$ cat config.mk
export PLATFORM = sky130hd
export DESIGN_NAME = jits_filter_stage
export DESIGN_NICKNAME = d
export VERILOG_FILES = /design/src/rtl/jits_pkg.sv /design/src/rtl/jits_filter_stage.sv
export SDC_FILE = /design/constraint.sdc
export NUM_CORES = 2
export LEC_CHECK = 0
export BUFFER_PORTS_ARGS = -buffer_cell sky130_fd_sc_hd__buf_2
export CELL_PAD_IN_SITES_DETAIL_PLACEMENT = 0
export CELL_PAD_IN_SITES_GLOBAL_PLACEMENT = 1
export CORE_MARGIN = 3
export CORE_UTILIZATION = 44
export CTS_BUF_LIST = sky130_fd_sc_hd__clkbuf_16
export DETAILED_ROUTE_END_ITERATION = 8
export HOLD_SLACK_MARGIN = 0.06
export PLACE_DENSITY_LB_ADDON = 0.1
export SYNTH_ARGS = -nofsm -noshare
export SYNTH_HDL_FRONTEND = slang
export SYNTH_SLANG_ARGS = --single-unit
$ cat constraint.sdc
create_clock -name clock -period 12.4 [get_ports clock]
set_input_delay 2.48 -clock clock [delete_from_list [all_inputs] [get_ports clock]]
set_output_delay 2.48 -clock clock [all_outputs]
set_load 0.01 [all_outputs]
$ cat src/rtl/jits_pkg.sv
// shared types and constants for the joint impedance torque step
// register indexes, reset values, stage enables and stage payloads
// no dependencies
package jits_pkg;

   localparam int JOINT_COUNT_DEF = 7;
   localparam int JOINT_IDX_W     = 3;
   localparam int DATA_W          = 16;
   localparam int LIM_W           = 15;
   localparam int CSR_DATA_W      = 64;
   localparam int GAIN_HIGH_W     = 48;
   localparam int PROD_W          = 34;
   localparam int TAU_W           = 28;
   localparam int CMD_W           = 17;

   localparam logic [63:0] STIFF_LOW_RST  = 64'h2580_2580_2580_2580;
   localparam logic [47:0] STIFF_HIGH_RST = 48'h0320_0960_0FA0;
   localparam logic [63:0] DAMP_LOW_RST   = 64'h0320_0320_0320_0320;
   localparam logic [47:0] DAMP_HIGH_RST  = 48'h00F0_0190_01E0;
   localparam logic [15:0] WEIGHT_RST     = 16'd64881;
   localparam logic [14:0] STEP_RST       = 15'd256;
   localparam logic [14:0] LIMIT_RST      = 15'd15360;

   typedef enum logic [2:0] {
      CSR_STIFF_LOW  = 3'd0,
      CSR_STIFF_HIGH = 3'd1,
      CSR_DAMP_LOW   = 3'd2,
      CSR_DAMP_HIGH  = 3'd3,
      CSR_WEIGHT     = 3'd4,
      CSR_STEP       = 3'd5,
      CSR_LIMIT      = 3'd6
   } csr_index_type;

   // per-stage load enables and the filter state write strobe
   typedef struct packed {
      logic s2;
      logic s3;
      logic s4;
      logic s5;
      logic s6;
      logic fv_write;
   } stage_en_type;

   typedef struct packed {
      logic [JOINT_IDX_W-1:0]   joint;
      logic signed [DATA_W-1:0] fvel;
      logic signed [PROD_W-1:0] kq;
      logic signed [DATA_W-1:0] dvel;
      logic [DATA_W-1:0]        d_gain;
      logic signed [DATA_W-1:0] cor;
      logic signed [DATA_W-1:0] last;
   } s2_type;

   typedef struct packed {
      logic [JOINT_IDX_W-1:0]   joint;
      logic signed [TAU_W-1:0]  tau;
      logic signed [DATA_W-1:0] last;
   } s4_type;

endpackage

$ cat src/rtl/jits_filter_stage.sv
// velocity low-pass state and first pipeline stage (filter update, stiffness term)
// depends on jits_pkg
module jits_filter_stage
   import jits_pkg::*;
#(
   parameter int JOINT_COUNT = JOINT_COUNT_DEF,
   parameter int JOINT_W     = (JOINT_COUNT > 1) ? $clog2(JOINT_COUNT) : 1
) (
   input  logic                     clock,
   input  logic                     reset,
   input  stage_en_type             en,
   input  logic [JOINT_IDX_W-1:0]   joint,
   input  logic                     restart,
   input  logic signed [DATA_W-1:0] mpos,
   input  logic signed [DATA_W-1:0] mvel,
   input  logic signed [DATA_W-1:0] dpos,
   input  logic signed [DATA_W-1:0] dvel,
   input  logic signed [DATA_W-1:0] cor,
   input  logic signed [DATA_W-1:0] last,
   input  logic [DATA_W-1:0]        k_gain,
   input  logic [DATA_W-1:0]        d_gain,
   input  logic [DATA_W-1:0]        weight,
   output s2_type                   s2_ff
);

   logic signed [DATA_W-1:0] fv_ff [JOINT_COUNT];
   logic signed [DATA_W-1:0] f_old;
   logic signed [DATA_W:0]   dv;
   logic signed [DATA_W:0]   qe;
   logic signed [PROD_W-1:0] wprod;
   logic signed [PROD_W-1:0] wround;
   logic signed [DATA_W+1:0] fsum;
   logic signed [DATA_W-1:0] fnew;
   logic signed [PROD_W-1:0] kq;
   s2_type                   s2_in;

   always_comb begin
      // restart seeds the filter, which then leaves the sample unchanged
      f_old  = restart ? mvel : fv_ff[joint[JOINT_W-1:0]];
      dv     = $signed({mvel[DATA_W-1], mvel}) - $signed({f_old[DATA_W-1], f_old});
      wprod  = $signed({1'b0, weight}) * dv;
      wround = wprod + $signed(PROD_W'(32768));
      // f' = f + floor((w*(v-f) + 2^15) / 2^16)
      fsum   = $signed({{2{f_old[DATA_W-1]}}, f_old}) + $signed(wround[PROD_W-1:16]);
      fnew   = fsum[DATA_W-1:0];
      qe     = $signed({dpos[DATA_W-1], dpos}) - $signed({mpos[DATA_W-1], mpos});
      kq     = $signed({1'b0, k_gain}) * qe;

      s2_in.joint  = joint;
      s2_in.fvel   = fnew;
      s2_in.kq     = kq;
      s2_in.dvel   = dvel;
      s2_in.d_gain = d_gain;
      s2_in.cor    = cor;
      s2_in.last   = last;
   end

   always_ff @(posedge clock) begin
      if (reset) begin
         for (int i = 0; i < JOINT_COUNT; i++) begin
            fv_ff[i] <= '0;
         end
      end else if (en.fv_write) begin
         fv_ff[joint[JOINT_W-1:0]] <= fnew;
      end
   end

   always_ff @(posedge clock) begin
      if (en.s2) begin
         s2_ff <= s2_in;
      end
   end

endmodule

# After elaboration in Yosys (flattened, before gate mapping)
# Memory sizes are Yosys's and may differ from the RTL's.
# Index checks and enable logic that the tools add are counted.
classes:
  add_sub_neg: 4
  n_mul: 2
  n_mux: 9
  n_reduce_logical: 1
ops:
  columns: ["op", "n"]
  rows:
  - ["$mul A17 B17 Y34", 1]
  - ["$sub A16 B16 Y17", 2]
  - ["$add A32 B17 Y32 const B", 1]
  - ["$mul A17 B17 Y32", 1]
  - ["$mux W16", 2]
  - ["$add A16 B16 Y16", 1]
  - ["$reduce_or A16 Y1", 1]
  - ["$mux W1", 6]
  - ["$mux W3", 1]
word_totals:
  reg_bits: 117
  ramBits: 112
  in_bits: 156
  output_inout_bits: 117
  word_cells: 24
  memories: 1
memory_table:
  columns: ["name", "depth", "width", "rd", "rd_ports_with_merged_regs", "wr", "line", "source"]
  rows:
  - ["fv_ff", 7, 16, 1, 0, 7, "jits_filter_stage.sv:26", "logic signed [DATA_W-1:0] fv_ff [JOINT_COUNT];"]

# Logic depth before layout (Yosys ltp)
# An unclocked memory read counts as a cell.
logic_depth:
  depth_word: 7
  mapped_depth: 45
  depth_no_buf: 42

# Worst setup path before layout
# Ideal clock, no wire load.
synth_path:
  path_type: "input to register"
  from: "input joint[0]"
  to: "memory fv_ff[5][15], data pin"
  setup_time_ns: 0.270
  arrival_ns: 12.735
  required_ns: 12.130
  slack_ns: -0.605
  cell_stages: 39
  path_buffers: 3
  cell_sequence: "buf_6 -> buf_1 -> mux4_2 -> mux2i_1 -> o21ai_0 -> ha_1 -> fa_1 -> and3b_1 -> o21ai_0 -> a31o_2 -> nor2b_1 -> xnor2_1 -> clkbuf_1 -> nand2_1 -> fa_1 -> inv_1 -> fa_1 -> inv_1 -> [... 3 more ...] -> fa_1 -> fa_1 -> ha_1 -> nand4_1 -> a211oi_1 -> o2111ai_2 -> a311oi_2 -> o2111ai_2 -> a21oi_1 -> xnor2_1 -> ha_1 -> nor2b_1 -> a311o_1 -> a2111o_1 -> o22ai_2 -> xnor3_2 -> xor2_2 -> nor2_1"
synth_rtl:
  columns: ["item", "line", "source"]
  rows:
  - ["from (decl)", "jits_filter_stage.sv:12", "input logic [JOINT_IDX_W-1:0] joint,"]
  - ["to (decl)", "jits_filter_stage.sv:26", null]

==> metrics <==
status=finished, final reports clean; post-synthesis register bit count=245; CP most frequent cell=fa_1; crit path max fanout=7; total CTS buffers=29; post-layout minimum cycle time=12,100 ps; vias in the first global route=23,810; Port Buffers=268; Mapped Area=30,020 um2; post-route worst setup slack=303.3 ps; initial antenna violation count=0; Die Y=267.2 um; syn_nets=3,805; Avg Cell Area, Syn=10.21 um2; Die X=267.2 um; WS Path Type=in2reg; hold_buf cts=0; Post-synth EDFFs=229; Final nets=4,212; most common cell after layout, fill and taps aside=inv_1; first-pass GRT wire length=130.7 mm; Synthesis Warnings=0; Syn Inst Count=2,940; slew at the pin closest to its max-slew limit=1204 ps; clk slew on worst S/H paths=60 ps; starting density of the core=0.4455; core area=67,400 um2; Sink Count=245; largest net degree at the start of global routing=72; Clock Latency Late Sink=580 ps; Rows=95; slowest CP cell=fa_1; layout cells sized above 1=0.1986; CP startpoint kind=input pin; Crit path arrival time=12,380 ps; Layout area overhead=16.81%; routability cong.=0.8941; ys async rst share=0; dpl ws=-798.2 ps; ys flop type=edfxtp_1; relative slew slack=0.1973; top-level I/O count=273; DRT antenna net count=0; grt ovf=0; Via Count=22,190; most frequent cells in the layout=inv_1, fa_1, ha_1, nand2_1, buf_2; CTS tree=done; total track usage=0.2337; Hold Path Class=reg2reg; Clock Path Buffers=3; die area=71,410 um2; max-slew violations=0; CP max stage delay=560 ps; final hold vios=0; vias per cell=5.229; root buffer cell=clkbuf_16; Setup violations, final=0; H-Tree Depth=1; Worst EP required=12,680 ps; Pre-antenna DRT Iters=5; sequential cell area fraction in the yosys report=0.2397; Netlist cell types=80; Routed WL=81.99 mm; crit end category=flip-flop; routed length per instance=19.32 um; Detail Placement HPWL=64.34 mm; max-cap viol count=0; detailed router's first-iteration violation count=1,145; clk_skew=20.95 ps; post-route DRC violation count=0; FMAX=82.67 MHz; Final Cycle Share=0.9755
## cell type report
cell class	count	area [um2]
well taps	873	1092
clock inverters	24	211.5
flip-flops and latches	245	7197
fillers	6169	32320
repair buffers	493	3113
multi-input cells	1994	20540
diodes	1	2.502
clock buffers	29	725.7
inverters	584	2192
## cells in the mapped netlist (6+ instances only)
library cell,number,area share
and3_1,20,0.0042
o21a_1,26,0.0065
nor3_1,36,0.0060
a211oi_1,13,0.0033
o21bai_1,8,0.0020
nor3b_1,14,0.0035
xor2_1,19,0.0055
a31oi_1,6,0.0013
o21ai_0,44,0.0073
mux4_2,32,0.024
o31a_1,22,0.0064
nand3b_1,15,0.0038
o31ai_1,37,0.0093
ha_1,288,0.12
and2_1,148,0.031
edfxtp_1,229,0.23
clkbuf_1,101,0.013
dfxtp_1,16,0.011
nand2_1,283,0.035
xnor2_1,51,0.015
nor2_1,126,0.016
nand4_1,8,0.0017
buf_2,8,0.0013
nor2b_1,69,0.014
a21oi_1,69,0.012
a21o_1,36,0.0090
inv_1,584,0.073
nand3_1,38,0.0063
or2_2,15,0.0031
fa_1,421,0.28
mux2i_1,21,0.0070
or3_1,6,0.0013
mux2_2,8,0.0030
nand2b_1,31,0.0065
## logic make-up after synthesis
logic type | after synthesis | synth area share
compound gates | 315 | 0.07372
xor+xnor | 73 | 0.02230
fa+ha+maj | 709 | 0.4007
buf+inv | 701 | 0.08872
flops | 245 | 0.2397
mux | 65 | 0.03551
simple gates | 832 | 0.1393
## final timing paths
kind                from  slack [ps]           end  depth (start not counted)
max reg2reg  fv_ff[7][0]        2010  fv_ff[3][15]                         38
max             joint[0]         300  fv_ff[3][15]                         39
min          fv_ff[6][0]         480   fv_ff[6][0]                          1
min reg2reg  fv_ff[6][0]         480   fv_ff[6][0]                          1
## registers in the layout, summed over array words and instances (netlist names)
register and flops:
s2_ff 117, fv_ff 128
## critical path: cells and delay by family
kind,cells,cell delay [ps]
buffers and inverters,5,410
XOR/XNOR,4,1010
multiplexers,2,730
AO/OA/AOI/OAI,11,2500
AND/OR/NAND/NOR,7,1040
adder cells (fa/ha/maj),10,4170
## timing repair
action,in CTS,in global routing
buffers inserted,4,12
pin swaps,3,28
resized for setup,12,64
setup endpoints to repair,25,77
gates cloned,0,1
## through the flow
stage / hold slack, ps / setup TNS [ps] / std cells / area (um2) / util
floorplan: 452.0 / 0 / 2940 / 30090 / -
global placement: 464.8 / -34170 / 4173 / 33650 / 0.4993
detailed placement: 470.7 / -39630 / 4173 / 33650 / 0.4993
CTS: 488.9 / 0 / 4230 / 34670 / 0.5144
global route: 512.1 / -299.4 / 4242 / 35070 / 0.5203
finish: 483.3 / 0 / 4243 / 35070 / 0.5204
## per-layer routing
layer / wire, um / track usage / vias up
met3: 3745 / 0.02949 / 100
met4: 1843 / 0.05424 / 0
met2: 41350 / 0.4077 / 498
met1: 35050 / 0.3116 / 11290
li1: - / - / 10310
met5: 0 / 0 / -
Power is left out: the tool's default activity adds up to more than one toggle a clock period on the data nets, which glitch-free logic cannot reach.
