<file path="config.mk">
export PLATFORM = sky130hd
export DESIGN_NAME = jits_limit_stage
export DESIGN_NICKNAME = d
export VERILOG_FILES = /design/src/rtl/jits_pkg.sv /design/src/rtl/jits_limit_stage.sv
export SDC_FILE = /design/constraint.sdc
export NUM_CORES = 1
export LEC_CHECK = 0
export BUFFER_PORTS_ARGS = -buffer_cell sky130_fd_sc_hd__buf_2
export CAP_MARGIN = 25
export CORE_MARGIN = 2
export CORE_UTILIZATION = 35
export CTS_CLUSTER_SIZE = 24
export DETAILED_ROUTE_END_ITERATION = 12
export HOLD_SLACK_MARGIN = 0.06
export SYNTH_ARGS = -nofsm -noshare
export SYNTH_HDL_FRONTEND = slang
export SYNTH_SLANG_ARGS = --single-unit
</file>
<file path="constraint.sdc">
create_clock -name clock -period 14.6 [get_ports clock]
set_input_delay 2.92 -clock clock [delete_from_list [all_inputs] [get_ports clock]]
set_output_delay 2.92 -clock clock [all_outputs]
set_load 0.02 [all_outputs]
</file>
<file path="src/rtl/jits_pkg.sv">
// shared types and constants for the joint impedance torque step
// register indexes, reset values, stage enables and stage payloads
// no dependencies
package jits_pkg;

   localparam int JOINT_COUNT_DEF = 7;
   localparam int JOINT_IDX_W     = 3;
   localparam int DATA_W          = 16;
   localparam int LIM_W           = 15;
   localparam int CSR_DATA_W      = 64;
   localparam int GAIN_HIGH_W     = 48;
   localparam int PROD_W          = 34;
   localparam int TAU_W           = 28;
   localparam int CMD_W           = 17;

   localparam logic [63:0] STIFF_LOW_RST  = 64'h2580_2580_2580_2580;
   localparam logic [47:0] STIFF_HIGH_RST = 48'h0320_0960_0FA0;
   localparam logic [63:0] DAMP_LOW_RST   = 64'h0320_0320_0320_0320;
   localparam logic [47:0] DAMP_HIGH_RST  = 48'h00F0_0190_01E0;
   localparam logic [15:0] WEIGHT_RST     = 16'd64881;
   localparam logic [14:0] STEP_RST       = 15'd256;
   localparam logic [14:0] LIMIT_RST      = 15'd15360;

   typedef enum logic [2:0] {
      CSR_STIFF_LOW  = 3'd0,
      CSR_STIFF_HIGH = 3'd1,
      CSR_DAMP_LOW   = 3'd2,
      CSR_DAMP_HIGH  = 3'd3,
      CSR_WEIGHT     = 3'd4,
      CSR_STEP       = 3'd5,
      CSR_LIMIT      = 3'd6
   } csr_index_type;

   // per-stage load enables and the filter state write strobe
   typedef struct packed {
      logic s2;
      logic s3;
      logic s4;
      logic s5;
      logic s6;
      logic fv_write;
   } stage_en_type;

   typedef struct packed {
      logic [JOINT_IDX_W-1:0]   joint;
      logic signed [DATA_W-1:0] fvel;
      logic signed [PROD_W-1:0] kq;
      logic signed [DATA_W-1:0] dvel;
      logic [DATA_W-1:0]        d_gain;
      logic signed [DATA_W-1:0] cor;
      logic signed [DATA_W-1:0] last;
   } s2_type;

   typedef struct packed {
      logic [JOINT_IDX_W-1:0]   joint;
      logic signed [TAU_W-1:0]  tau;
      logic signed [DATA_W-1:0] last;
   } s4_type;

endpackage

</file>
<file path="src/rtl/jits_limit_stage.sv">
// rate limit against last desired torque, then absolute clamp into the output register
// depends on jits_pkg
module jits_limit_stage
   import jits_pkg::*;
(
   input  logic                     clock,
   input  stage_en_type             en,
   input  s4_type                   s4,
   input  logic [LIM_W-1:0]         max_step,
   input  logic [LIM_W-1:0]         limit,
   output logic [JOINT_IDX_W-1:0]   joint_ff,
   output logic signed [DATA_W-1:0] torque_ff,
   output logic                     rate_ff,
   output logic                     clamp_ff
);

   localparam int DIFF_W = TAU_W + 1;

   logic [JOINT_IDX_W-1:0]   joint5_ff;
   logic signed [CMD_W-1:0]  u5_ff;
   logic                     rate5_ff;
   logic signed [DIFF_W-1:0] diff;
   logic signed [DIFF_W-1:0] step_pos;
   logic signed [DIFF_W-1:0] step_neg;
   logic signed [DIFF_W-1:0] diff_lim;
   logic signed [CMD_W-1:0]  u5_in;
   logic                     rate5_in;
   logic signed [CMD_W-1:0]  lim_pos;
   logic signed [CMD_W-1:0]  lim_neg;
   logic signed [DATA_W-1:0] torque_in;
   logic                     clamp_in;

   always_comb begin
      diff     = $signed({s4.tau[TAU_W-1], s4.tau})
                 - $signed({{(DIFF_W-DATA_W){s4.last[DATA_W-1]}}, s4.last});
      step_pos = $signed({{(DIFF_W-LIM_W){1'b0}}, max_step});
      step_neg = -step_pos;
      rate5_in = 1'b0;
      diff_lim = diff;
      if (diff > step_pos) begin
         diff_lim = step_pos;
         rate5_in = 1'b1;
      end else if (diff < step_neg) begin
         diff_lim = step_neg;
         rate5_in = 1'b1;
      end
      u5_in = $signed(diff_lim[CMD_W-1:0]) + $signed({s4.last[DATA_W-1], s4.last});
   end

   always_ff @(posedge clock) begin
      if (en.s5) begin
         joint5_ff <= s4.joint;
         u5_ff     <= u5_in;
         rate5_ff  <= rate5_in;
      end
   end

   always_comb begin
      lim_pos   = $signed({2'b00, limit});
      lim_neg   = -lim_pos;
      clamp_in  = 1'b0;
      torque_in = u5_ff[DATA_W-1:0];
      if (u5_ff > lim_pos) begin
         torque_in = lim_pos[DATA_W-1:0];
         clamp_in  = 1'b1;
      end else if (u5_ff < lim_neg) begin
         torque_in = lim_neg[DATA_W-1:0];
         clamp_in  = 1'b1;
      end
   end

   always_ff @(posedge clock) begin
      if (en.s6) begin
         joint_ff  <= joint5_ff;
         torque_ff <= torque_in;
         rate_ff   <= rate5_ff;
         clamp_ff  <= clamp_in;
      end
   end

endmodule

</file>
Word level (Yosys, flattened, before mapping)
Index checks and enable logic that the tools add are counted.

Add/sub/neg operators: 4. $lt $le $gt $ge: 4. Multiplexer cells: 6.

Operator list (count): two-way mux 17 bit (2); greater-than comparator 29 x 16 -> 1 bit (1); < comparator 29 bit (1); negator 15 -> 29 bit (1); subtractor 28 x 16 -> 29 bit (1); adder 17 x 16 -> 17 bit (1); greater-than comparator 17 x 16 -> 1 bit (1); < comparator 17 bit (1); negator 15 -> 17 bit (1); two-way mux 16 bit (1); two-way mux 15 bit (1); two-way mux 1 bit (2).

Register bits after elaboration: 42. Input bits: 84. Output and inout port bits: 21.

Logic depth before layout (Yosys ltp)
Gate-level depths: netlist of the first run.

Depth in word-level cells: 5. Depth in mapped cells: 35. Gate-level depth less buffers: 34.

Least setup slack after synthesis of the first run
Ideal clock, no wire load.

Path type: input -> register. Start point: input port s4[15] (netlist name). End point: register u5_ff[16], data pin. Setup time: 0.137 ns. Data arrival time: 9.525 ns. Setup slack: 4.937 ns. Cell stages on the path: 34. Path buffers: 2. Path through: inv_1 > ha_1 > clkbuf_1 > and2_0 > and3_1 > a21o_1 > nand2_1 > and3_1 > a21oi_1 > o21a_1 > inv_1 > clkbuf_1 > ha_1 > nand2b_1 > nor3_1 > a21oi_1 > a2111oi_0 > a21oi_1 > clkinv_1 > a2111oi_0 > a22oi_1 > mux2i_1 > ha_1 > inv_1 > fa_1 > nor2b_1 > o31a_1 > o211ai_1 > a31oi_1 > a41oi_1 > a31oi_1 > nand3_1 > or4_1 > nand4_1.

Longest elaborated chain between the ends: 5. Elaborated cells between the ends (all ways): 6. Those cells by class: add/sub (2); order compare (2); mux (2).

RTL lines: from (decl) (RTL line jits_limit_stage.sv:8) `input s4_type s4,`; subtractor 28 x 16 -> 29 bit (RTL line jits_limit_stage.sv:35) `- $signed({{(DIFF_W-DATA_W){s4.last[DATA_W-1]}}, s4.last});`; < comparator 29 bit (RTL line jits_limit_stage.sv:43) `end else if (diff < step_neg) begin`; two-way mux 17 bit (RTL line jits_limit_stage.sv:43); two-way mux 17 bit (RTL line jits_limit_stage.sv:40) `if (diff > step_pos) begin`; adder 17 x 16 -> 17 bit * (RTL line jits_limit_stage.sv:47) `u5_in = $signed(diff_lim[CMD_W-1:0]) + $signed({s4.last[DATA_W-1], s4.last});`; named net u5_in[16] (RTL line jits_limit_stage.sv:26) `logic signed [CMD_W-1:0] u5_in;`; to (signal assigned) (RTL line jits_limit_stage.sv:53) `u5_ff <= u5_in;`; to (decl) (RTL line jits_limit_stage.sv:20) `logic signed [CMD_W-1:0] u5_ff;`.

Mark *: on every way through the listed nets, which the timed path passes. The rest lies on a longest branch. A chain may end at the register's enable or synchronous reset.

Final worst setup path of the first run
Ends and elaborated chain as after synthesis.

==> flow_metrics.tcl, run 1 <==
set metrics [dict create \
    swShare_pct 41.29 \
    hold_path_depth 0 \
    grt_max_degree 37 \
    synth_seq_cells 42 \
    reg2regPathDepth 11 \
    grt_pass1_wl_microns 28140 \
    cts_tree "done" \
    ctsLongestPathBuffers 2 \
    vias 6234 \
    insertion_delay_ps 280 \
    row_count 51 \
    final_cell_count_no_fill 1191 \
    tns_ps 0 \
    power_frac_comb_pct 60.1 \
    setup_viol 0 \
    p_int_mw 0.4768 \
    dp_cells 1183 \
    slew_violations 0 \
    start_util_pct 35.59 \
    drtAntennaViolNets 0 \
    total_leakage_power_nw 3.687 \
    core_area_sq_um 19400 \
    period_needed_ps 10730 \
    switching_power_mw 0.3353 \
    clk_pin_slew_ps 50 \
    placed_area_sq_um 7661 \
    ff2ff_setup_slack_ps 11480 \
    cts_buffers 5 \
    clock_skew_ps 2.828 \
    fin_nets 1131 \
    rsz0062_at_grt "false" \
    mostFrequentLayoutCells "120 x ha_1, 100 x buf_2, 75 x a21oi_1, 75 x inv_1, 48 x nor2_1" \
    post_cts_buffers 0 \
    hold-path-endpoint "rate_ff" \
    pwr-share-clk_pct 14.9 \
    netlist_area_sq_um 6904 \
    seqPwrFrac_pct 25.0 \
    syn_to_final_growth_pct 13.32 \
    worstPathRequired_ps 14740 \
    cts.htree.levels 2 \
    die_w_microns 144.5 \
    stdcell_area_sq_um 7824 \
    async_reset_ff_share_pct 0 \
    fp.dieArea_sq_um 20870 \
    worstSetupStartpointType "input port" \
    ctsRootBufferMaster "clkbuf_16" \
    routabilityCongestion 0.8569 \
    max_stage_delay_ps 510 \
    vias_per_cell 5.234 \
    synth_edf_count 42 \
    drt-initial-drc-count 249 \
    synth.area.top_cells "ha_1 22%, edfxtp_1 18%, a21oi_1 5.5%, xnor2_1 5.5%, inv_1 4.1%" \
    critPathCaptureType "flip-flop" \
    boundaryPins 105 \
    syn_nets 1046 \
    max_slew.worst_pin.slew_ps 986.9 \
    hold_slack_ps 416.0 \
    drt-total-wl_microns 16810 \
    ys.flop_type "edfxtp_1" \
    crit_fanout 36 \
    grt_overflow_total 0 \
    outcome "finished clean" \
    hold_buffers 0 \
    synth.largest_area_cell "ha_1" \
    timing.rr.end "torque_ff[4]" \
    drc_errors 0 \
    slowest_stage "a2111oi_0" \
    irDropWorstVdd_mv 0.06278 \
    maxCapViolCount 0 \
    finalHoldViolCount 0 \
    timing.rr.start "u5_ff[1]" \
    cts.sinks 42 \
    critPathArrivalTime_ps 10880 \
    grt_pass1_vias 5853 \
    slew_headroom_pct 33.70 \
    first_pass_iters 5 \
    ys_warn_count 0 \
    wl_per_cell_microns 14.12 \
    synth_cell_types 73 \
    fmax_mhz 93.16 \
    grt_util_all_layers_pct 16.55 \
    synth.avg_cell_area_sq_um 8.219 \
    power_density_nw_per_um2 103.8 \
    numPortBuffers 100 \
    fp.dieH_microns 144.5 \
    hp-start "rate5_ff" \
    dp_hpwl_microns 14330 \
    critPathKind "in2reg" \
    period_share_pct 73.52 \
    ys_seq_area_share_pct 18.27 \
    antenna_found_initial 0 \
    synth_top_area_share_pct 21.75 \
    postSynthCellCount 840 \
    antennaDiodeCount 0 \
    drive_gt1_share_pct 13.71 \
    min_path_type "reg2reg" \
    cts_resized 0 \
    final_common_cell "ha_1" \
]
-- layer usage --
metal / track usage, % / up-vias / share of wire [%]
met4: 3.935 / 0 / 1.5
li1: - / 3339 / -
met3: 1.887 / 13 / 4.2
met5: 0 / - / 0
met1: 22.46 / 2768 / 49
met2: 28.11 / 114 / 45
-- registers in the layout, summed over array words and instances, names as in the netlist --
signal,count
joint5_ff,3
u5_ff,17
torque_ff,16
joint_ff,3
rate_ff,1
rate5_ff,1
clamp_ff,1
-- critical path, delay by kind of cell --
kind | cells | cell delay, ps
simple gates | 9 | 1550
compound gates | 14 | 3200
mux | 1 | 230
buf+inv | 6 | 1680
fa+ha+maj | 4 | 1300
-- kinds of logic (layout without fill, tap and decap cells) --
family	after synthesis	after routing	synth area share (%)
compound gates	261	261	25.79
xor+xnor	53	53	6.723
buf+inv	102	188	5.708
mux	22	22	3.226
simple gates	238	238	17.96
fa+ha+maj	122	122	22.33
flops	42	42	18.27
-- per-stage QoR --
stage          util [%]  worst slack, ps  total power [mW]
2_1_floorplan         -             4937            0.5768
3_3_place_gp      39.49             3524            0.6878
3_5_place_dp      39.49             3477            0.6943
4_1_cts           40.33             3773            0.8199
5_1_grt           40.33             3178            0.8905
6_report          40.33             3865            0.8121
-- synth_stat cells (5+ instances only) --
cell / number
o21ai_0: 29
xnor2_1: 43
nor2b_1: 9
xor2_1: 10
a21oi_1: 76
inv_1: 75
ha_1: 120
o21bai_1: 6
clkbuf_1: 21
nor2_1: 48
o31ai_1: 5
nand3_1: 24
o211ai_1: 15
a211oi_1: 26
or3_1: 13
nor3_1: 28
edfxtp_1: 42
and2_1: 7
nor3b_1: 5
mux2i_1: 20
nand4_1: 9
a21o_1: 22
and3_1: 18
a31oi_1: 10
a2bb2oi_1: 10
nor4_1: 6
nand2b_1: 14
o21a_1: 16
nand2_1: 39
-- worst max path at each step --
stage	endpoint	depth (start not counted)	start	slack, ps
2_1_floorplan	u5_ff[16]	34	s4[15]	4940
6_report	u5_ff[16]	34	s4[15]	3870
3_3_place_gp	u5_ff[16]	34	s4[15]	3520
5_1_grt	u5_ff[16]	34	s4[15]	3180
3_5_place_dp	u5_ff[16]	34	s4[15]	3480
4_1_cts	u5_ff[16]	34	s4[15]	3770
-- area by class of cell --
type / count / area [sq um]
fillers: 2075 / 11570
multi-input cells: 696 / 5253
flip-flops and latches: 42 / 1261
repair buffers: 104 / 530.5
well taps: 265 / 331.6
inverters: 76 / 285.3
clock buffers: 7 / 132.6
clock inverters: 1 / 30.03
-- power groups by stage --
| stage | Clock, mW | Sequential, mW | Combinational [mW] |
|---|---|---|---|
| after floorplan | 0 | 0.225 | 0.352 |
| after global placement | 0 | 0.206 | 0.482 |
| after detailed placement | 0 | 0.206 | 0.488 |
| after CTS | 0.126 | 0.203 | 0.491 |
| after global routing | 0.130 | 0.208 | 0.552 |
| final | 0.121 | 0.203 | 0.488 |
Power figures use the tool's default switching activity.
==> run 2: changes to the inputs <==
- clock period: 14.6 -> 8.8 ns (I/O delays scaled with it)
==> run 2 against run 1 <==
Net effect: first-iteration DRC count up 23%; clock-buffer cell count decreased by 2; global-route usage is 0.57 points higher; worst hold slack hardly changed; non-clock buffer count increased by 96; die area unchanged; worst setup slack lost 3400 ps; wire length up 4.2%; total power grew 73%; critical path type unchanged.
==> flow_metrics.tcl, run 2 (synthesized netlist as in run 1, its figures left out) <==
set metrics [dict create \
    finalHoldViolCount 0 \
    drtAntennaViolNets 0 \
    power_density_nw_per_um2 164.2 \
    start_util_pct 35.59 \
    cts.htree.levels 2 \
    setup_viol 0 \
    clock_skew_ps 2.658 \
    report.power.total_mw 1.404 \
    grt_util_all_layers_pct 17.12 \
    irDropWorstVdd_mv 0.09434 \
    seq_area_sq_um 1261 \
    boundaryPins 105 \
    worstSetupStartpointType "input port" \
    wl_per_cell_microns 13.59 \
    cts_tree "done" \
    power_frac_comb_pct 63.8 \
    hold_slack_ps 416.0 \
    seqPwrFrac_pct 24.0 \
    regMostFlops "u5_ff" \
    ctsRootBufferMaster "clkbuf_16" \
    ctsLongestPathBuffers 2 \
    fin_nets 1227 \
    hold_path_depth 0 \
    p_int_mw 0.8280 \
    critPathCaptureType "flip-flop" \
    critPathArrivalTime_ps 8520 \
    mostFrequentLayoutCells "120 x ha_1, 100 x buf_2, 100 x buf_4, 75 x a21oi_1, 75 x inv_1" \
    vias_per_cell 5.139 \
    syn_to_final_growth_pct 23.85 \
    worstPathRequired_ps 8950 \
    maxCapViolCount 0 \
    grt_overflow_total 0 \
    cts_buffers 5 \
    critPathKind "in2reg" \
    cp_common_cell "ha_1" \
    slew_violations 0 \
    period_needed_ps 8372 \
    crit_fanout 4 \
    top_regs "u5_ff: 17 flops, torque_ff: 16 flops" \
    max_slew.worst_pin.slew_ps 736.8 \
    fp.dieArea_sq_um 20870 \
    reg2regPathDepth 11 \
    antenna_found_initial 1 \
    total_leakage_power_nw 4.142 \
    slowest_stage "or4_4" \
    numPortBuffers 100 \
    routabilityCongestion 0.8507 \
    vias 6619 \
    slew_headroom_pct 50.88 \
    multi_input_area_sq_um 5278 \
    drive_gt1_share_pct 22.31 \
    drc_errors 0 \
    swShare_pct 41.02 \
    final_common_cell "ha_1" \
    switching_power_mw 0.5759 \
    grt_max_degree 36 \
    outcome "finished clean" \
    pwr-share-clk_pct 12.3 \
    die_w_microns 144.5 \
    cts.sinks 42 \
    drt-total-wl_microns 17510 \
    drt-initial-drc-count 307 \
    row_count 51 \
    clk_pin_slew_ps 50 \
    final.fill_count 1992 \
    grt_pass1_vias 6299 \
    largest_reg_flops 17 \
    dp_hpwl_microns 15150 \
    core_area_sq_um 19400 \
    first_pass_iters 4 \
    fmax_mhz 119.4 \
    max_stage_delay_ps 440 \
    period_share_pct 95.14 \
    grt_pass1_wl_microns 29130 \
    min_path_type "reg2reg" \
    fp.dieH_microns 144.5 \
    insertion_delay_ps 280 \
]
run 2: cell types whose count changed in the layout (fill, tap and decap cells not counted), sizes merged:
cell | previous run | this run
diode | 0 | 1
buf | 104 | 200
clkinv | 1 | 3
clkbuf | 7 | 5
clkinvlp | 0 | 1
bufinv | 1 | 0
run 2: power by group through the flow:
stage	Sequential, mW	Clock [mW]	Combinational, mW
floorplan	0.373	0	0.584
global placement	0.341	0	0.876
detailed placement	0.341	0	0.890
CTS	0.337	0.179	0.895
global route	0.345	0.185	1.01
finish	0.337	0.172	0.895
run 2: cell type report:
class                   count  share of cell area [%]
multi-input cells         696                   61.72
flip-flops and latches     42                   14.75
repair buffers            200                   14.63
well taps                 265                   3.878
inverters                  76                   3.336
clock buffers               5                   1.463
clock inverters             3                  0.1902
diodes                      1                 0.02927
run 2: per-stage QoR:
step | std cells | utilization (%) | area (sq um) | setup TNS, ps | setup slack [ps]
4_1_cts | 1286 | 43.90 | 8516 | 0 | 337.6
5_1_grt | 1288 | 44.08 | 8551 | -20.30 | -20.30
2_1_floorplan | 840 | - | 6904 | 0 | 297.5
6_report | 1288 | 44.08 | 8551 | 0 | 427.8
3_3_place_gp | 1278 | 43.17 | 8374 | 0 | 86.17
3_5_place_dp | 1278 | 43.17 | 8374 | 0 | 63.03
run 2: what timing repair did:
item / CTS / global route
buffers inserted: 0 / 1
hold endpoints to repair: 0 / 0
endpoints found under the setup margin: 0 / 2
hold buffers: 0 / 0
resized for setup: 0 / 7
run 2: worst paths after layout:
path	from	endpoint	slack [ps]
max	s4[12]	u5_ff[16]	430
min	joint5_ff[1]	joint_ff[1]	420
max reg2reg	u5_ff[1]	torque_ff[4]	5650
min reg2reg	joint5_ff[1]	joint_ff[1]	420
run 2: layer usage:
layer / GRT usage (%) / part of all wire (%)
met4: 4.292 / 1.8
met5: 0 / 0
met2: 29.33 / 46
met3: 1.821 / 3.8
met1: 23.03 / 48
run 2: worst max-delay path: cells and delay by family:
family	cells	cell delay, ps
AOI/OAI and AO/OA	16	3240
adders and majority gates	4	1170
buffers and inverters	6	620
and+or+nand+nor	7	1490
muxes	1	220
